**src/hdl/msfe_pkg.sv**
```systemverilog
`default_nettype none

package msfe_pkg;

    // Frame layout and fixed bytes
    localparam int unsigned FRAME_LEN = 9;
    localparam logic [7:0] SOF_BYTE = 8'h1b;
    localparam logic [7:0] CODE_MASK = 8'h10;
    localparam logic [7:0] EOF_BYTE = 8'h05;
    localparam logic [15:0] CRC_INIT = 16'hffff;
    localparam logic [15:0] CRC_POLY = 16'ha001;
    localparam logic [15:0] MAG_MAX = 16'hffff;

    // Send positions within a frame
    localparam logic [3:0] POS_SOF = 4'd0;
    localparam logic [3:0] POS_CODE = 4'd1;
    localparam logic [3:0] POS_LEFT_HI = 4'd2;
    localparam logic [3:0] POS_LEFT_LO = 4'd3;
    localparam logic [3:0] POS_RIGHT_HI = 4'd4;
    localparam logic [3:0] POS_RIGHT_LO = 4'd5;
    localparam logic [3:0] POS_CRC_HI = 4'd6;
    localparam logic [3:0] POS_CRC_LO = 4'd7;
    localparam logic [3:0] POS_EOF = 4'd8;

    // Register map, also the direction index of each code
    typedef enum logic [1:0] {
        REG_FWD_FWD   = 2'd0,
        REG_FWD_BACK  = 2'd1,
        REG_BACK_FWD  = 2'd2,
        REG_BACK_BACK = 2'd3
    } reg_idx_t;

    typedef logic [7:0] code_arr_t [4];

    // One command as handed from the input stage to the serialiser
    typedef struct packed {
        logic [7:0]  code_byte;
        logic [15:0] left_mag;
        logic [15:0] right_mag;
        logic        changed;
    } frame_t;

    // Saturating magnitude of a 17-bit two's complement speed
    function automatic logic [15:0] speed_mag(input logic [16:0] v);
        logic [16:0] mag;
        mag = v[16] ? (~v + 17'd1) : v;
        return mag[16] ? MAG_MAX : mag[15:0];
    endfunction

    // Fold one byte into a CRC-16/MODBUS remainder
    function automatic logic [15:0] crc_byte(input logic [15:0] crc_in,
                                             input logic [7:0] data);
        logic [15:0] crc;
        crc = crc_in ^ {8'h00, data};
        for (int b = 0; b < 8; b++) begin
            crc = crc[0] ? ((crc >> 1) ^ CRC_POLY) : (crc >> 1);
        end
        return crc;
    endfunction

endpackage

`default_nettype wire

```
**src/hdl/msfe_cfg.sv**
```systemverilog
`default_nettype none

module msfe_cfg
    import msfe_pkg::*;
(
    input  wire logic        aclk,
    input  wire logic        aresetn,
    input  wire logic        psel,
    input  wire logic        penable,
    input  wire logic        pwrite,
    input  wire logic [3:0]  paddr,
    input  wire logic [31:0] pwdata,
    output logic      [31:0] prdata,
    output logic             pready,
    output code_arr_t        codes
);

    code_arr_t codes_reg;
    logic [1:0] sel;

    assign sel = paddr[3:2];
    assign pready = 1'b1;
    assign codes = codes_reg;

    // Write the addressed direction code
    always_ff @(posedge aclk) begin
        if (!aresetn) begin
            codes_reg[REG_FWD_FWD]   <= 8'd0;
            codes_reg[REG_FWD_BACK]  <= 8'd1;
            codes_reg[REG_BACK_FWD]  <= 8'd2;
            codes_reg[REG_BACK_BACK] <= 8'd3;
        end else if (psel && penable && pwrite && pready) begin
            codes_reg[sel] <= pwdata[7:0];
        end
    end

    // Read back
    assign prdata = {24'd0, codes_reg[sel]};

endmodule

`default_nettype wire

```
**src/hdl/msfe_build.sv**
```systemverilog
`default_nettype none

module msfe_build
    import msfe_pkg::*;
(
    input  wire logic        aclk,
    input  wire logic        aresetn,
    input  wire logic        s_tvalid,
    output logic             s_tready,
    input  wire logic [39:0] s_tdata,
    input  wire code_arr_t   codes,
    input  wire logic        take,
    output frame_t           frame,
    output logic             frame_valid
);

    frame_t     frame_reg;
    logic       valid_reg;
    logic [1:0] dir_reg;
    logic [1:0] dir;
    logic [16:0] left_speed;
    logic [16:0] right_speed;
    logic       accept;

    assign left_speed  = s_tdata[16:0];
    assign right_speed = s_tdata[33:17];
    assign dir = {left_speed[16], right_speed[16]};

    // Free whenever empty or the serialiser takes the held command
    assign s_tready = !valid_reg || take;
    assign accept = s_tvalid && s_tready;

    always_ff @(posedge aclk) begin
        if (!aresetn) begin
            valid_reg <= 1'b0;
            dir_reg   <= REG_FWD_FWD;
        end else if (accept) begin
            valid_reg <= 1'b1;
            dir_reg   <= dir;
        end else if (take) begin
            valid_reg <= 1'b0;
        end
    end

    // Capture the command fields of an accepted beat
    always_ff @(posedge aclk) begin
        if (accept) begin
            frame_reg.code_byte <= codes[dir] ^ CODE_MASK;
            frame_reg.left_mag  <= speed_mag(left_speed);
            frame_reg.right_mag <= speed_mag(right_speed);
            frame_reg.changed   <= (dir != dir_reg);
        end
    end

    assign frame = frame_reg;
    assign frame_valid = valid_reg;

endmodule

`default_nettype wire

```
**src/hdl/msfe_ser.sv**
```systemverilog
`default_nettype none

module msfe_ser
    import msfe_pkg::*;
(
    input  wire logic       aclk,
    input  wire logic       aresetn,
    input  wire frame_t     frame,
    input  wire logic       frame_valid,
    output logic            take,
    output logic            m_tvalid,
    input  wire logic       m_tready,
    output logic [7:0]      m_tdata,
    output logic            m_tlast,
    output logic            m_tuser
);

    frame_t      hold_reg;
    logic        busy_reg;
    logic [3:0]  pos_reg;
    logic [15:0] crc_reg;
    logic [7:0]  cur_byte;
    logic        beat;
    logic        at_last;
    logic        in_crc_span;

    assign beat    = busy_reg && m_tready;
    assign at_last = (pos_reg == POS_EOF);
    assign take    = frame_valid && (!busy_reg || (beat && at_last));
    assign in_crc_span = (pos_reg >= POS_CODE) && (pos_reg <= POS_RIGHT_LO);

    // Select the byte at the current send position
    always_comb begin
        unique case (pos_reg)
            POS_SOF:      cur_byte = SOF_BYTE;
            POS_CODE:     cur_byte = hold_reg.code_byte;
            POS_LEFT_HI:  cur_byte = hold_reg.left_mag[15:8];
            POS_LEFT_LO:  cur_byte = hold_reg.left_mag[7:0];
            POS_RIGHT_HI: cur_byte = hold_reg.right_mag[15:8];
            POS_RIGHT_LO: cur_byte = hold_reg.right_mag[7:0];
            POS_CRC_HI:   cur_byte = crc_reg[15:8];
            POS_CRC_LO:   cur_byte = crc_reg[7:0];
            POS_EOF:      cur_byte = EOF_BYTE;
            default:      cur_byte = 8'h00;
        endcase
    end

    // Advance through the frame, one byte per beat
    always_ff @(posedge aclk) begin
        if (!aresetn) begin
            busy_reg <= 1'b0;
            pos_reg  <= POS_SOF;
        end else if (take) begin
            busy_reg <= 1'b1;
            pos_reg  <= POS_SOF;
        end else if (beat) begin
            if (at_last) begin
                busy_reg <= 1'b0;
                pos_reg  <= POS_SOF;
            end else begin
                pos_reg <= pos_reg + 4'd1;
            end
        end
    end

    // Hold the command and fold the CRC as bytes one to five go out
    always_ff @(posedge aclk) begin
        if (take) begin
            hold_reg <= frame;
            crc_reg  <= CRC_INIT;
        end else if (beat && in_crc_span) begin
            crc_reg <= crc_byte(crc_reg, cur_byte);
        end
    end

    assign m_tvalid = busy_reg;
    assign m_tdata  = cur_byte;
    assign m_tlast  = at_last;
    assign m_tuser  = hold_reg.changed;

endmodule

`default_nettype wire

```
**src/hdl/motor_speed_frame_encoder.sv**
```systemverilog
// The input beat is registered in the build stage and then taken into the serialiser, which
// presents the first frame byte once it has taken the command, when the serialiser is idle.
// Output: one frame byte per output beat from the serialiser.
// A following command is taken while the current frame is still going out.
// Reset (aresetn low, synchronous): direction codes return to 0..3, the stored
// direction to both forward, and both stages empty.
`default_nettype none

module motor_speed_frame_encoder
    import msfe_pkg::*;
(
    input  wire logic        aclk,
    input  wire logic        aresetn,
    // APB configuration
    input  wire logic        psel,
    input  wire logic        penable,
    input  wire logic        pwrite,
    input  wire logic [3:0]  paddr,
    input  wire logic [31:0] pwdata,
    output logic      [31:0] prdata,
    output logic             pready,
    // Speed input
    input  wire logic        s_tvalid,
    output logic             s_tready,
    input  wire logic [39:0] s_tdata,   // [16:0] left_speed, [33:17] right_speed, zero pad
    // Frame output
    output logic             m_tvalid,
    input  wire logic        m_tready,
    output logic      [7:0]  m_tdata,   // [7:0] frame_byte
    output logic             m_tlast,
    output logic             m_tuser    // [0] direction_changed
);

    code_arr_t codes;
    frame_t    frame;
    logic      frame_valid;
    logic      take;

    msfe_cfg u_cfg (
        .aclk    (aclk),
        .aresetn (aresetn),
        .psel    (psel),
        .penable (penable),
        .pwrite  (pwrite),
        .paddr   (paddr),
        .pwdata  (pwdata),
        .prdata  (prdata),
        .pready  (pready),
        .codes   (codes)
    );

    msfe_build u_build (
        .aclk        (aclk),
        .aresetn     (aresetn),
        .s_tvalid    (s_tvalid),
        .s_tready    (s_tready),
        .s_tdata     (s_tdata),
        .codes       (codes),
        .take        (take),
        .frame       (frame),
        .frame_valid (frame_valid)
    );

    msfe_ser u_ser (
        .aclk        (aclk),
        .aresetn     (aresetn),
        .frame       (frame),
        .frame_valid (frame_valid),
        .take        (take),
        .m_tvalid    (m_tvalid),
        .m_tready    (m_tready),
        .m_tdata     (m_tdata),
        .m_tlast     (m_tlast),
        .m_tuser     (m_tuser)
    );

endmodule

`default_nettype wire
```
**config.mk**
```make
export PLATFORM = sky130hd
export DESIGN_NAME = motor_speed_frame_encoder
export DESIGN_NICKNAME = d
export VERILOG_FILES = /design/src/hdl/msfe_pkg.sv /design/src/hdl/msfe_cfg.sv /design/src/hdl/msfe_build.sv /design/src/hdl/msfe_ser.sv /design/src/hdl/motor_speed_frame_encoder.sv
export SDC_FILE = /design/constraint.sdc
export NUM_CORES = 1
export LEC_CHECK = 0
export ABC_AREA = 1
export BUFFER_PORTS_ARGS = -buffer_cell sky130_fd_sc_hd__buf_4
export CAP_MARGIN = 10
export CELL_PAD_IN_SITES_DETAIL_PLACEMENT = 1
export CELL_PAD_IN_SITES_GLOBAL_PLACEMENT = 1
export CORE_ASPECT_RATIO = 0.5
export CORE_UTILIZATION = 42
export DETAILED_ROUTE_END_ITERATION = 10
export GPL_TIMING_DRIVEN = 0
export PLACE_DENSITY = 0.77
export SYNTH_ARGS = -nofsm -noshare
export SYNTH_HDL_FRONTEND = slang
export SYNTH_SLANG_ARGS = --single-unit
```
**constraint.sdc**
```tcl
create_clock -name aclk -period 4.55 [get_ports aclk]
set_input_delay 0.91 -clock aclk [delete_from_list [all_inputs] [get_ports aclk]]
set_output_delay 0.91 -clock aclk [all_outputs]
set_load 0.02 [all_outputs]
```
---- After elaboration in Yosys (flattened, before gate mapping) ----
Index checks and enable logic that the tools add are counted.
operators by class
  add/sub/neg operators ................... 3
  eq/ne operators ......................... 9
  order comparisons ....................... 5
  reduce and logical (&&, ||, !) cells .... 19
  bitwise logic cells ..................... 15
  multiplexer cells ....................... 26
operators with widths
  cell                     count
  $mux W16                 8
  $pmux W8 S9              1
  $mux W8                  5
  $add A17 B1 Y17 const B  2
  $mux W17                 2
  $not A17 Y17             2
  $bmux W8 S2              2
  $bwmux W32               1
  $not A2 Y3               10
  $demux W8 S2             1
  $eq A4 B3 Y1 const B     4
  $xor A16 B8 Y16          1
  $logic_and A1 B1 Y1      9
  $eq A4 B2 Y1 const B     2
  $ge A3 B3 Y1 const B     2
  $reduce_bool A2 Y1       3
  $mux W1                  5
  $add A4 B1 Y4 const B    1
  $eq A4 B1 Y1 const B     1
  $eq A4 B4 Y1 const B     1
  $ge A4 B1 Y1 const B     1
  $le A4 B3 Y1 const B     1
  $logic_not A4 Y1         1
  $mux W4                  1
  7 further kinds          10
word-level totals
  output and inout port bits .............. 45
  register bits ........................... 138
  bits of input ports ..................... 83
  word-level logic and storage cells ...... 94

---- Depth between registers and ports, before layout ----
  depth in word-level cells ............... 19
  gate-level depth with buffers ........... 22
  mapped depth without buffers ............ 22

---- Cells and area by module ----
Synthesis repeated with hierarchy kept, for this count alone.
second synthesis, totals
  cells, all modules ...................... 950
  area total of the unflattened synthesis .. 7681.1 µm²
modules (own cells, without submodules)
  module      area each (µm²)  seq. area each (µm²)  instances  cells each
  msfe_ser    3261.9           1651.6                1          364
  msfe_build  2747.6           1291.2                1          326
  msfe_cfg    1671.6           640.6                 1          260

---- Worst setup path before layout ----
Ideal clock, no wire load.
  path kind ............................... input to register
  start ................................... input port m_tready
  end ..................................... register u_ser.crc_reg[14]
  required time ........................... 4471 ps
  library setup time ...................... 79 ps
  arrival time ............................ 4185 ps
  stages on the path ...................... 9
  buffers on the path ..................... 1
  setup slack ............................. 286 ps
  cells stage by stage .................... nand2_1 > inv_1 > nand2_1 > nand2_1 > inv_1 > nor2_1 > clkinv_1 > clkbuf_1 > o211ai_1
on the way
  cells in the longest elaborated chain, start to end .. 4
  elaborated cells on any way between the ends .. 5
  those cells by class .................... 5 x reduce/logical
ends and longest elaborated chain
  what                  line                             RTL
  from (decl)           motor_speed_frame_encoder.sv:28  input wire logic m_tready,
  $logic_and A1 B1 Y1   msfe_ser.sv:27                   assign beat = busy_reg && m_tready;
  $logic_and A1 B1 Y1   msfe_ser.sv:29                   assign take = frame_valid && (!busy_reg || (beat && at_last));
  $logic_or A1 B1 Y1    msfe_ser.sv:29
  $logic_and A1 B1 Y1   msfe_ser.sv:29
  net take              motor_speed_frame_encoder.sv:37  logic take;
  to (signal assigned)  msfe_ser.sv:72                   crc_reg <= crc_byte(crc_reg, cur_byte);
  to (decl)             msfe_ser.sv:21                   logic [15:0] crc_reg;
The timed path passes the listed nets, and every way through them passes these cells.
A chain may end at the register's enable or synchronous reset.

---- Worst setup path after layout ----
  start ................................... register u_ser.pos_reg[1]
  end ..................................... output port m_tdata[7]
on the way
  cells in the longest elaborated chain, start to end .. 2
  elaborated cells on any way between the ends .. 10
  those cells by class .................... 8 x eq/ne; 1 x mux; 1 x reduce/logical
ends and longest elaborated chain
  what                                        line                             RTL
  from (decl)                                 msfe_ser.sv:20                   logic [3:0] pos_reg;
  from (signal assigned)                      msfe_ser.sv:61                   pos_reg <= pos_reg + 4'd1;
  $eq A4 B4 Y1, or another cell as far along  msfe_ser.sv:34                   unique case (pos_reg)
  $pmux W8 S9 (*)                             msfe_ser.sv:34
  to (decl)                                   motor_speed_frame_encoder.sv:29  output logic [7:0] m_tdata,
Mark *: on every way between the ends. The rest lies on a longest branch, timed or not.

==> qor.yml <==
outcome: "complete, no violations"
hp-start: "u_build.frame[31]"
ant_nets: 0
end_kind: "output pin"
port_buffers: 69
ys.flop_type: "edfxtp_1"
path_max_fanout: 10
post_drt_via_cell_ratio: 5.24
rsz0062_at_grt: "false"
die_width_um: 186
drive_gt1_frac: 0.224
setup_ws_ns: 1.16
synth_cell_types: 40
globalplace.congestion: 0.905
io_pins: 128
fin_worst_skew_ns: 0.0118
crit_slowest_cell: "dfxtp_1"
dp.final_hpwl_um: 15600
rr_startpoint: "u_ser.pos_reg[0]"
synthTopCellsByCount: "nand2_1, nor2_1, edfxtp_1, nand3_1, o21ai_0"
finalSetupTns_ns: 0
hold_path.class: "register to register"
core-area_um2: 16400
synthArstFlopShare: 0
slew_headroom: 0.370
antenna_cells: 0
synthCells: 826
clock_sinks: 138
rows: 33
power_density_nw_per_um2: 391
netlist_area_um2: 7100
critPathMaxStageDelay_ns: 0.42
dp_slack_ns: 1.25
reg2reg_to: "u_ser.crc_reg[15]"
cts_made_buffers: 17
htreeDepth: 4
synth_top_area_share: 0.347
ir_drop_mv: 0.271
largest_reg_flops: 41
postCtsSetupBuffers: 0
start_util: 0.432
cts_buffer_depth: 2
nFillCells: 1979
cp_cell_sequence: "inv_1 -> ha_1 -> buf_2 -> buf_1 -> nand3_1 -> nand2_1 -> a221oi_1 -> nand2_1 -> buf_4"
worst_pin_slew_ns: 0.944
cp.required_ns: 3.64
design.die.area_um2: 17500
worstSkewPairLatency_ns: 0.42
die_y_um: 94.0
finalSetupViolations: 0
vias: 6167
area_delta_synth_final_pct: 21.9
grt_pass1_wl_um: 32500
antenna_found_initial: 0
drc_errors: 0
synth-edff-count: 82
hold_path_end: "u_ser.hold_reg[31]"
nets: 1028
period_minus_slack_ns: 3.39
synth_warnings: 0
regArea_um2: 3580
max_freq_mhz: 295
synth_top_area_cell: "edfxtp_1"
wirelength_um: 20400
fin_crit_sh: 0.744
ff2ff_path_depth: 18
synth_seq_area_share: 0.504
rrSetupSlack_ns: 1.70
dr.pass1.iters: 4
ys_ff_latch: 138
grt_overflow: 0
power.leakage_nw: 3.80
cts_tree: "done"
path_clk_slew_ns: 0.07
critPathLaunchType: "register"
whs_path_depth: 0
maxSlewViolCount: 0
max_cap_viol_count: 0
path_delay_family: "buffers and inverters"
multi_input_area_um2: 3030
instances_no_fill: 1178
grt_max_degree: 46
grt_pass1_vias: 6274
drt_iter0_markers: 334
dp_cells: 1146
synth_area_leaders: "edfxtp_1, dfxtp_1, nand2_1"
critical_path_buf_inv_count: 4
track_usage: 0.245
ctsHoldBuffers: 0
cp_common_cell: "nand2_1"
hold_viol_final: 0
avgSynthCellArea_um2: 8.60
post_cts_resized: 0
wl_per_cell_um: 17.3
critPathKind: "register to output pin"
cts_root_buf: "clkbuf_16"
synth_most_common_cell: "nand2_1"
crit_arrival_ns: 2.48
power by group:
part	switching, mW	internal [mW]
registers	0.0381	1.41
logic	0.264	0.151
clock network	0.594	0.931
kinds of logic after synthesis:
logic type,share of synthesized area
AND/OR/NAND/NOR,0.284
buffers and inverters,0.0819
adder cells (fa/ha/maj),0.0123
flip-flops,0.504
other,0.00106
XOR/XNOR,0.0159
AO/OA/AOI/OAI,0.100
layer usage:
layer  vias up  global-route usage  part of all wire  routed length (um)
met2       137               0.442              0.49               10100
met4         0              0.0574             0.011                 229
li1       2982                   -                 -                   -
met3        24              0.0388             0.033                 677
met5         -                   0                 0                   0
met1      3024               0.307              0.46                9380
through the flow:
step	hold slack (ns)	power, mW	instance area [um2]	utilization
after global routing	0.422	3.50	8660	0.527
after CTS	0.417	3.40	8660	0.527
after floorplan	0.400	1.73	7190	-
after detailed placement	0.406	1.88	8020	0.488
final	0.415	3.39	8660	0.527
after global placement	0.401	1.86	7990	0.486
cell usage in the layout, fill, tap and decap left out, types with 5 or more instances in the layout:
cell type	synthesis	routed
nor2_1	94	93
o22ai_1	7	7
nor2_4	6	7
a22oi_1	11	11
nand2_2	27	27
conb_1	2	25
o21ai_0	66	66
inv_2	7	8
a21oi_1	17	17
nand2_1	143	143
or2_2	13	13
nor2_2	7	7
clkbuf_1	17	17
o211ai_1	15	15
nor3_1	17	17
buf_4	26	95
dfxtp_1	56	56
edfxtp_1	82	82
nand3_1	81	81
clkbuf_16	0	17
inv_1	61	60
xor2_1	8	8
ha_1	7	7
nand4_1	11	11
nand3_2	11	11
nand3b_1	5	5
cell type report:
type | instances | area share
buffer | 51 | 0.0364
clock buffer | 17 | 0.0491
clock inverter | 15 | 0.0246
inverter | 71 | 0.0308
multi-input combinational | 589 | 0.350
sequential | 138 | 0.414
tap | 227 | 0.0328
timing repair buffer | 70 | 0.0621
how the worst max path moves through the flow:
stage / start / end / slack (ns) / depth (start not counted)
after global placement: m_tready / u_ser.crc_reg[5] / -1.42 / 10
after floorplan: m_tready / u_ser.crc_reg[14] / 0.29 / 9
after CTS: u_ser.pos_reg[1] / m_tdata[7] / 1.11 / 9
final: u_ser.pos_reg[1] / m_tdata[7] / 1.16 / 9
after detailed placement: s_tdata[1] / u_build.frame[29] / 1.25 / 12
after global routing: u_ser.pos_reg[1] / m_tdata[7] / 0.96 / 9
Note: power is estimated with default switching activity, not from simulation.
